==> src/rtl/core/wcm_pkg.sv <==
// ----------------------------------------------------------------------------
// wcm_pkg: shared types and constants of the windowed contrast monitor
// Beat payloads, command characters, register indexes and code values.
// ----------------------------------------------------------------------------
package wcm_pkg;

  // Field widths fixed by the beat formats
  localparam int FIELD_W   = 23;
  localparam int CMD_W     = 8;
  localparam int WIN_W     = 10;
  localparam int CFG_IDX_W = 2;

  localparam logic [FIELD_W-1:0] FIELD_MAX = {FIELD_W{1'b1}};

  // Configuration register indexes
  localparam logic [CFG_IDX_W-1:0] REG_WINDOW = 2'd0;
  localparam logic [CFG_IDX_W-1:0] REG_WHITE  = 2'd1;
  localparam logic [CFG_IDX_W-1:0] REG_FLOOR  = 2'd2;

  // Register reset values
  localparam logic [WIN_W-1:0]   WINDOW_RST = 10'd50;
  localparam logic [FIELD_W-1:0] WHITE_RST  = 23'd500;
  localparam logic [FIELD_W-1:0] FLOOR_RST  = 23'd1;

  // Input kinds
  localparam logic KIND_CMD    = 1'b0;
  localparam logic KIND_SAMPLE = 1'b1;

  // Result kinds
  localparam logic [1:0] OUT_ECHO   = 2'd0;
  localparam logic [1:0] OUT_REPORT = 2'd1;
  localparam logic [1:0] OUT_BADCMD = 2'd2;

  // Report status codes
  localparam logic [1:0] STAT_NORMAL = 2'd0;
  localparam logic [1:0] STAT_FLOOR  = 2'd1;
  localparam logic [1:0] STAT_WHITE  = 2'd2;

  // Command characters, both cases
  localparam logic [CMD_W-1:0] CH_A_UP = 8'h41;
  localparam logic [CMD_W-1:0] CH_A_LO = 8'h61;
  localparam logic [CMD_W-1:0] CH_C_UP = 8'h43;
  localparam logic [CMD_W-1:0] CH_C_LO = 8'h63;
  localparam logic [CMD_W-1:0] CH_S_UP = 8'h53;
  localparam logic [CMD_W-1:0] CH_S_LO = 8'h73;
  localparam logic [CMD_W-1:0] CH_B_UP = 8'h42;
  localparam logic [CMD_W-1:0] CH_B_LO = 8'h62;
  localparam logic [CMD_W-1:0] CH_R_UP = 8'h52;
  localparam logic [CMD_W-1:0] CH_R_LO = 8'h72;
  localparam logic [CMD_W-1:0] CH_V_UP = 8'h56;
  localparam logic [CMD_W-1:0] CH_V_LO = 8'h76;
  localparam logic [CMD_W-1:0] CH_CR   = 8'h0D;
  localparam logic [CMD_W-1:0] CH_LF   = 8'h0A;

  // Run modes
  typedef enum logic [3:0] {
    MODE_STANDBY = 4'b0001,
    MODE_CONT    = 4'b0010,
    MODE_VERIFY  = 4'b0100,
    MODE_AUTO    = 4'b1000
  } run_mode_t;

  // Control sequencer
  typedef enum logic [1:0] {
    ST_READY  = 2'b01,
    ST_DIVIDE = 2'b10
  } ctl_state_t;

  // Input beat
  typedef struct packed {
    logic               kind;
    logic [CMD_W-1:0]   cmd_byte;
    logic [FIELD_W-1:0] lux_sample;
    logic               sample_ok;
  } in_beat_t;

  // Result beat
  typedef struct packed {
    logic [1:0]         out_kind;
    logic [FIELD_W-1:0] level_out;
    logic [FIELD_W-1:0] min_out;
    logic [FIELD_W-1:0] contrast_ratio;
    logic [1:0]         report_status;
    logic [CMD_W-1:0]   bad_command;
  } out_beat_t;

  // Divider status toward the controller
  typedef struct packed {
    logic busy;
    logic idle;
  } div_stat_t;

endpackage

==> src/rtl/core/wcm_div.sv <==
// ----------------------------------------------------------------------------
// wcm_div: bit-serial rounded divider
// Computes (2*num + den) / (2*den), one quotient bit per cycle by restoring
// division, and saturates the quotient to the result field width.
// ----------------------------------------------------------------------------
module wcm_div
  import wcm_pkg::*;
#(
  parameter int EXT_W = 23
) (
  input  logic               clk,
  input  logic               rst_n,
  input  logic               start_i,
  input  logic [EXT_W-1:0]   num_i,
  input  logic [EXT_W-1:0]   den_i,
  output div_stat_t          stat_o,
  output logic [FIELD_W-1:0] quot_o
);

  localparam int DIVW  = EXT_W + 2;
  localparam int REMW  = EXT_W + 2;
  localparam int CNT_W = $clog2(DIVW + 1);

  logic [DIVW-1:0]  q_r, q_nxt;
  logic [REMW-1:0]  rem_r, rem_nxt;
  logic [EXT_W:0]   dsr_r, dsr_nxt;
  logic [CNT_W-1:0] cnt_r, cnt_nxt;
  logic             busy_r, busy_nxt;

  logic [REMW-1:0]  rem_sh;
  logic [REMW-1:0]  dsr_ext;
  logic             ge;

  // One restoring step: shift in the next dividend bit, try the subtract
  assign rem_sh  = {rem_r[REMW-2:0], q_r[DIVW-1]};
  assign dsr_ext = REMW'(dsr_r);
  assign ge      = (rem_sh >= dsr_ext);

  always_comb begin
    q_nxt    = q_r;
    rem_nxt  = rem_r;
    dsr_nxt  = dsr_r;
    cnt_nxt  = cnt_r;
    busy_nxt = busy_r;
    if (start_i) begin
      q_nxt    = (DIVW'(num_i) << 1) + DIVW'(den_i);
      rem_nxt  = '0;
      dsr_nxt  = (EXT_W+1)'(den_i) << 1;
      cnt_nxt  = CNT_W'(DIVW);
      busy_nxt = 1'b1;
    end else if (busy_r) begin
      q_nxt   = {q_r[DIVW-2:0], ge};
      rem_nxt = ge ? (rem_sh - dsr_ext) : rem_sh;
      cnt_nxt = cnt_r - CNT_W'(1);
      if (cnt_r == CNT_W'(1)) begin
        busy_nxt = 1'b0;
      end
    end
  end

  // Control state
  always_ff @(posedge clk) begin
    if (!rst_n) begin
      busy_r <= 1'b0;
      cnt_r  <= '0;
    end else begin
      busy_r <= busy_nxt;
      cnt_r  <= cnt_nxt;
    end
  end

  // Datapath shift registers
  always_ff @(posedge clk) begin
    q_r   <= q_nxt;
    rem_r <= rem_nxt;
    dsr_r <= dsr_nxt;
  end

  assign stat_o.busy = busy_r;
  assign stat_o.idle = !busy_r;
  assign quot_o = (q_r > DIVW'(FIELD_MAX)) ? FIELD_MAX : q_r[FIELD_W-1:0];

endmodule

==> src/rtl/core/windowed_contrast_monitor_top.sv <==
// ----------------------------------------------------------------------------
// windowed_contrast_monitor_top: light-level contrast monitor
// Command decoding, sample echo, windowed max/min statistics and reports.
// ----------------------------------------------------------------------------
// Usage:
//   in_*  : one beat per command byte or light sample (valid/stall).
//   out_* : zero or one result beat per input beat (valid/stall), held in an
//           output register; the next input beat is taken no earlier than
//           the edge at which the held result is taken.
//   cfg_* : register writes (window length, white threshold, black floor),
//           always ready; write only while the block is idle.
// Result timing:
//   Commands, echoes and white-too-low reports are registered: a result
//   appears the cycle after the beat is accepted, one beat per cycle while
//   out_stall is low and no divide runs. A report with a ratio starts the
//   bit-serial divider when the beat is accepted; in_stall stays high while
//   it runs, and the report is registered when the divider is idle and the
//   output is free.
// Reset: mode idle, statistics cleared, registers at their reset values,
//   no result pending.
// Stall: while out_stall holds a result, no input beat is taken (in_stall
//   high); the held result stays unchanged.
// ----------------------------------------------------------------------------
module windowed_contrast_monitor_top
  import wcm_pkg::*;
#(
  parameter int LEVEL_BITS = 23,
  parameter int COUNT_BITS = 10
) (
  input  logic                 clk,
  input  logic                 rst_n,
  input  logic                 in_valid,
  output logic                 in_stall,
  input  in_beat_t             in_data,
  output logic                 out_valid,
  input  logic                 out_stall,
  output out_beat_t            out_data,
  input  logic                 cfg_valid,
  output logic                 cfg_ready,
  input  logic [CFG_IDX_W-1:0] cfg_index,
  input  logic [FIELD_W-1:0]   cfg_data
);

  localparam int EXT_W = (LEVEL_BITS > FIELD_W) ? LEVEL_BITS : FIELD_W;
  localparam int CW_W  = (COUNT_BITS > WIN_W) ? COUNT_BITS : WIN_W;
  localparam logic [CW_W-1:0] CNT_MAX = CW_W'({COUNT_BITS{1'b1}});

  // Configuration registers
  logic [WIN_W-1:0]   window_r;
  logic [FIELD_W-1:0] white_r;
  logic [FIELD_W-1:0] floor_r;

  // State
  run_mode_t            mode_r, mode_nxt;
  ctl_state_t           st_r, st_nxt;
  logic [COUNT_BITS-1:0] cnt_r, cnt_nxt;
  logic [LEVEL_BITS-1:0] max_r, max_nxt;
  logic [LEVEL_BITS-1:0] min_r, min_nxt;
  logic                  out_valid_r, out_valid_nxt;
  out_beat_t             out_r, out_nxt;

  // Report fields held during the divide
  logic [FIELD_W-1:0] rep_max_r, rep_max_nxt;
  logic [FIELD_W-1:0] rep_min_r, rep_min_nxt;
  logic [1:0]         rep_stat_r, rep_stat_nxt;

  logic                  out_free;
  logic                  accept;
  logic [LEVEL_BITS-1:0] lux_l;
  logic [LEVEL_BITS-1:0] upd_max, upd_min;
  logic [COUNT_BITS-1:0] cnt_inc;
  logic [CW_W-1:0]       win_eff;
  logic                  win_full;
  logic [EXT_W-1:0]      max_ext, min_ext, floor_ext, white_ext, floor_den;
  logic                  floor_hit;
  logic                  div_start;
  logic [EXT_W-1:0]      div_den;
  div_stat_t             div_stat;
  logic [FIELD_W-1:0]    div_quot;

  // Handshakes
  assign out_free  = !out_valid_r || !out_stall;
  assign in_stall  = (st_r != ST_READY) || !out_free;
  assign accept    = in_valid && !in_stall;
  assign cfg_ready = 1'b1;

  // Sample statistics
  assign lux_l    = LEVEL_BITS'(in_data.lux_sample);
  assign upd_max  = (lux_l > max_r) ? lux_l : max_r;
  assign upd_min  = (lux_l < min_r) ? lux_l : min_r;
  assign cnt_inc  = cnt_r + COUNT_BITS'(1);

  // Effective window: zero acts as one, clipped to the counter range
  always_comb begin
    win_eff = CW_W'(window_r);
    if (window_r == '0) begin
      win_eff = CW_W'(1);
    end
    if (win_eff > CNT_MAX) begin
      win_eff = CNT_MAX;
    end
  end
  assign win_full = (CW_W'(cnt_inc) >= win_eff);

  // Report classification on the updated statistics
  assign max_ext   = EXT_W'(upd_max);
  assign min_ext   = EXT_W'(upd_min);
  assign floor_ext = EXT_W'(floor_r);
  assign white_ext = EXT_W'(white_r);
  assign floor_den = (floor_r == '0) ? EXT_W'(1) : floor_ext;
  assign floor_hit = (min_ext <= floor_ext);
  assign div_den   = floor_hit ? floor_den : min_ext;

  // Next-state logic
  always_comb begin
    mode_nxt      = mode_r;
    st_nxt        = st_r;
    cnt_nxt       = cnt_r;
    max_nxt       = max_r;
    min_nxt       = min_r;
    rep_max_nxt   = rep_max_r;
    rep_min_nxt   = rep_min_r;
    rep_stat_nxt  = rep_stat_r;
    out_valid_nxt = out_valid_r && out_stall;
    out_nxt       = out_r;
    div_start     = 1'b0;

    case (st_r)
      ST_READY: begin
        if (accept) begin
          out_nxt = '0;
          if (in_data.kind == KIND_CMD) begin
            case (in_data.cmd_byte)
              CH_A_UP, CH_A_LO: begin
                mode_nxt = MODE_AUTO;
                cnt_nxt  = '0;
                max_nxt  = '0;
                min_nxt  = '1;
              end
              CH_C_UP, CH_C_LO: mode_nxt = MODE_CONT;
              CH_S_UP, CH_S_LO, CH_B_UP, CH_B_LO, CH_R_UP, CH_R_LO: begin
                mode_nxt = MODE_STANDBY;
              end
              CH_V_UP, CH_V_LO: mode_nxt = MODE_VERIFY;
              CH_CR, CH_LF: begin
              end
              default: begin
                out_valid_nxt       = 1'b1;
                out_nxt.out_kind    = OUT_BADCMD;
                out_nxt.bad_command = in_data.cmd_byte;
              end
            endcase
          end else if (in_data.sample_ok) begin
            if (mode_r == MODE_CONT) begin
              out_valid_nxt     = 1'b1;
              out_nxt.out_kind  = OUT_ECHO;
              out_nxt.level_out = FIELD_W'(EXT_W'(lux_l));
            end else if (mode_r == MODE_AUTO) begin
              if (win_full) begin
                // Window full: report and clear the statistics
                cnt_nxt     = '0;
                max_nxt     = '0;
                min_nxt     = '1;
                rep_max_nxt = FIELD_W'(max_ext);
                rep_min_nxt = FIELD_W'(min_ext);
                if (floor_hit) begin
                  rep_stat_nxt = STAT_FLOOR;
                  div_start    = 1'b1;
                  st_nxt       = ST_DIVIDE;
                end else if (max_ext < white_ext) begin
                  out_valid_nxt         = 1'b1;
                  out_nxt.out_kind      = OUT_REPORT;
                  out_nxt.level_out     = FIELD_W'(max_ext);
                  out_nxt.min_out       = FIELD_W'(min_ext);
                  out_nxt.report_status = STAT_WHITE;
                end else begin
                  rep_stat_nxt = STAT_NORMAL;
                  div_start    = 1'b1;
                  st_nxt       = ST_DIVIDE;
                end
              end else begin
                cnt_nxt = cnt_inc;
                max_nxt = upd_max;
                min_nxt = upd_min;
              end
            end
          end
        end
      end
      ST_DIVIDE: begin
        // Emit the report once the divider has settled and the output is free
        if (div_stat.idle && out_free) begin
          out_valid_nxt          = 1'b1;
          out_nxt                = '0;
          out_nxt.out_kind       = OUT_REPORT;
          out_nxt.level_out      = rep_max_r;
          out_nxt.min_out        = rep_min_r;
          out_nxt.contrast_ratio = div_quot;
          out_nxt.report_status  = rep_stat_r;
          st_nxt                 = ST_READY;
        end
      end
      default: st_nxt = ST_READY;
    endcase
  end

  // Control state and statistics
  always_ff @(posedge clk) begin
    if (!rst_n) begin
      mode_r      <= MODE_STANDBY;
      st_r        <= ST_READY;
      cnt_r       <= '0;
      max_r       <= '0;
      min_r       <= '1;
      out_valid_r <= 1'b0;
    end else begin
      mode_r      <= mode_nxt;
      st_r        <= st_nxt;
      cnt_r       <= cnt_nxt;
      max_r       <= max_nxt;
      min_r       <= min_nxt;
      out_valid_r <= out_valid_nxt;
    end
  end

  // Payload registers
  always_ff @(posedge clk) begin
    out_r      <= out_nxt;
    rep_max_r  <= rep_max_nxt;
    rep_min_r  <= rep_min_nxt;
    rep_stat_r <= rep_stat_nxt;
  end

  // Configuration writes
  always_ff @(posedge clk) begin
    if (!rst_n) begin
      window_r <= WINDOW_RST;
      white_r  <= WHITE_RST;
      floor_r  <= FLOOR_RST;
    end else if (cfg_valid && cfg_ready) begin
      case (cfg_index)
        REG_WINDOW: window_r <= cfg_data[WIN_W-1:0];
        REG_WHITE:  white_r  <= cfg_data;
        REG_FLOOR:  floor_r  <= cfg_data;
        default: begin
        end
      endcase
    end
  end

  // Bit-serial ratio divider
  wcm_div #(
    .EXT_W (EXT_W)
  ) u_div (
    .clk     (clk),
    .rst_n   (rst_n),
    .start_i (div_start),
    .num_i   (max_ext),
    .den_i   (div_den),
    .stat_o  (div_stat),
    .quot_o  (div_quot)
  );

  assign out_valid = out_valid_r;
  assign out_data  = out_r;

endmodule

==> config.mk <==
export PLATFORM = sky130hd
export DESIGN_NAME = windowed_contrast_monitor_top
export DESIGN_NICKNAME = d
export VERILOG_FILES = /design/src/rtl/core/wcm_pkg.sv /design/src/rtl/core/wcm_div.sv /design/src/rtl/core/windowed_contrast_monitor_top.sv
export SDC_FILE = /design/constraint.sdc
export NUM_CORES = 1
export LEC_CHECK = 0
export BUFFER_PORTS_ARGS = -buffer_cell sky130_fd_sc_hd__buf_2
export CAP_MARGIN = 25
export CORE_MARGIN = 2
export CORE_UTILIZATION = 57
export CTS_CLUSTER_SIZE = 8
export DETAILED_ROUTE_END_ITERATION = 7
export HOLD_SLACK_MARGIN = 0.08
export PLACE_DENSITY = 0.76
export SETUP_SLACK_MARGIN = 0.5
export SLEW_MARGIN = 20
export SYNTH_ARGS = -nofsm -noshare
export SYNTH_HDL_FRONTEND = slang
export SYNTH_SLANG_ARGS = --single-unit
==> constraint.sdc <==
create_clock -name clk -period 17.4 [get_ports clk]
set_input_delay 3.48 -clock clk [delete_from_list [all_inputs] [get_ports clk]]
set_output_delay 3.48 -clock clk [all_outputs]
set_load 0.02 [all_outputs]
==> metrics <==
Avg WL per Cell=19.87 um; Clock transition at path regs=roughly 0.05 ns; mean post-synth cell area=9.215 um^2; CTS tree=yes; VDD IR max=0.07527 mV; nets@finish=about 2.3k; die width=182.1 um; setup repair bufs after CTS=0; layout cells sized above 1=0.1213; fmax=a little over 90 MHz; CP max FO=31; Inserted Diodes=0; slowest CP cell=o41ai_1; RSZ-0062 raised after global routing=no; Max-cap violations=0; Yosys warning total=0; CTS root buffer=clkbuf_16; CP arrival=11.24 ns; vias per cell=5.963; H-tree depth=2; status=complete, no violations; post-CTS sizing=0; Port Buffers=roughly 150; Fin Clk Skew=about 0.021 ns; Slew HR=0.2308; Max clock buf depth=3; R2R cell count=29; DRC=0; HP Start=white_ext[9]$_SDFFE_PN0P_; synth top area cells=edfxtp_1, dfxtp_1, ha_1; io pins=approximately 150; Detailed Route Iter0 Violations=1183; Startpoint Class=input pin; area grow syn2layout=14.10%; crit share post-route=0.6321; GRT Util Overall=0.3013; row cnt=65; Hold Crit Depth=2; Cell Area, Synth=0.01808 mm^2; RD Place Congestion=0.9874; final core utilization=0.6572; First-pass DRT Iterations=7; Routed WL=50410 um; Worst EP required=17.65 ns; Initial Util=0.5759; DP HPWL=between 30000 and 40000 um; Pins Over Slew Limit=0; Worst-Margin Slew=1.142 ns; CORE AREA=between 0.03 and 0.04 mm^2; largest net degree at the start of global routing=between 80 and 90; vias in the first global route=approximately 14k; clock sinks=325; Yosys reg bits=approximately 330; asr flop ratio synth=0; Hold Path Sink=white_ext[9]$_SDFFE_PN0P_; critical path startpoint=in_data[9]; final global-route overflow total=0; initial antenna violation count=0; DRT antenna net count=0; Main synth FF type=edfxtp_1; worst skew pair latency=~0.55 ns; number of flops mapped to enable cells by yosys=176; Setup crit end kind=register; PD cells=96.49 mW/mm^2; endpoints failing setup=0; Yosys top cell by area=edfxtp_1; reg2reg end=u_div.q_r[24]$_DFFE_PP_; Crit Reg-Reg Startpoint=min_r[8]$_SDFFE_PN1P_; Mapped Cells=1962; Net Count, Synth=2177; Vias=between 15k and 20k; Setup TNS=0 ns; critical path class=in2reg; max incr delay on CP=0.68 ns; die height=182.1 um; Final Hold Viols=0; R2R Setup Slk=~9 ns; leakage power=8.685 nW; sequential share of the synthesized area=0.4573; CTS Buf Count=46; cts hold-fix bufs=0; minimum clock period=11.00 ns; global-route wire length before repair=between 70000 and 80000 um; die footprint=roughly 0.033 mm^2; Synth cell types=78; Hold Path Class=reg2reg; share of the synthesized area in the top cell type=0.2923
## routing by layer
layer	up-vias	routed length, um	track usage
met5	-	0	0
met4	0	2720	0.1532
met2	602	23230	0.4918
met1	7185	20750	0.3877
met3	161	3713	0.05228
li1	7179	-	-
## cell type report
class / count / area [um^2]
clock buffer: 80 / 1353
fill: 2529 / 10760
inverter: 170 / 638.1
multi-input combinational: 1381 / 8876
sequential: 325 / 8269
tap: 402 / 503.0
timing repair buffer: 179 / 991.0
## through the flow
| stage | std cells | power [W] | hold WS (ns) | cell area (um^2) | worst slack [ns] |
|---|---|---|---|---|---|
| after detailed placement | 2454 | 0.001156 | 0.4557 | 19250 | 6.127 |
| after floorplan | 1962 | 0.001064 | 0.4308 | 18080 | 7.160 |
| after CTS | 2534 | 0.001993 | 0.4647 | 20600 | 6.630 |
| final | 2537 | 0.001990 | 0.4617 | 20630 | 6.402 |
| after global routing | 2537 | 0.002068 | 0.4796 | 20630 | 5.850 |
| after global placement | 2452 | 0.001146 | 0.4391 | 19230 | 6.412 |
## synth_stat cells (all sizes together), types with 3 or more instances
cell type,n
a221oi,7
o21ai,188
o21bai,5
mux2i,25
o41ai,3
or3,3
o211ai,15
o221ai,4
inv,170
nand2,362
a31oi,21
nor2b,14
or4,3
o31ai,5
nand4,22
nand3,19
dfxtp,149
and3,15
ha,150
a21oi,98
nand3b,14
nor3b,5
nand2b,11
a21o,44
and2,15
o21a,30
or2,4
clkbuf,68
nor3,20
nor2,79
xor2,23
nor4,13
a211oi,15
nand4b,4
xnor2,25
a21boi,81
buf,18
edfxtp,176
## logic make-up (layout without fill, tap and decap cells)
logic type | count (synthesis) | count (layout) | synth area share
XOR/XNOR | 48 | 48 | 0.02325
buffers and inverters | 256 | 429 | 0.05502
AO/OA/AOI/OAI | 542 | 542 | 0.1907
multiplexers | 27 | 27 | 0.01529
AND/OR/NAND/NOR | 611 | 611 | 0.1522
adder cells (fa/ha/maj) | 152 | 152 | 0.1060
flip-flops | 325 | 325 | 0.4573
other | 1 | 1 | 0.0002074
## registers in the layout (all words and copies together), names as in the netlist
| signal | cells |
|---|---|
| mode_r | 4 |
| out_valid | 1 |
| cnt_r | 10 |
| out_data | 81 |
| max_r | 23 |
| u_div.rem_r | 24 |
| min_r | 23 |
| rep_max_r | 23 |
| st_r | 2 |
| u_div.cnt_r | 5 |
| u_div.q_r | 25 |
| floor_ext | 23 |
| white_ext | 23 |
| window_r | 10 |
| u_div.dsr_r | 23 |
| rep_stat_r | 1 |
| rep_min_r | 23 |
| u_div.busy_r | 1 |
## worst max-delay path by stage
stage / to / slack (ns) / cells past startpoint
2_1_floorplan: out_data[0]$_SDFFCE_PP0P_ / 7.16 / 3
6_report: u_div.q_r[24]$_DFFE_PP_ / 6.40 / 29
3_3_place_gp: u_div.q_r[22]$_DFFE_PP_ / 6.41 / 29
4_1_cts: u_div.q_r[24]$_DFFE_PP_ / 6.63 / 29
5_1_grt: u_div.q_r[24]$_DFFE_PP_ / 5.85 / 29
3_5_place_dp: u_div.q_r[24]$_DFFE_PP_ / 6.13 / 29
## worst max-delay path: cells and delay by family
family	cells	cell delay, ns
adder cells (fa/ha/maj)	3	1.00
AND/OR/NAND/NOR	2	0.52
buffers and inverters	3	0.57
multiplexers	1	0.46
AO/OA/AOI/OAI	20	5.19
## cells in the final DEF (no fill, tap or decap), types with 76 or more instances in the layout
cell | netlist | layout
dfxtp_1 | 149 | 148
buf_2 | 5 | 146
nor2_1 | 78 | 76
a21boi_0 | 76 | 76
edfxtp_1 | 176 | 176
o21ai_0 | 167 | 167
inv_1 | 169 | 169
nand2_1 | 362 | 362
ha_1 | 150 | 149
a21oi_1 | 98 | 97
## power by group
part | switching (W) | internal, W | total [W]
combinational | 0.000189 | 0.000111 | 0.000300
sequential | 0.0000145 | 0.000833 | 0.000848
clock | 0.000324 | 0.000519 | 0.000843
No activity file was read; power rests on OpenSTA's default activity.
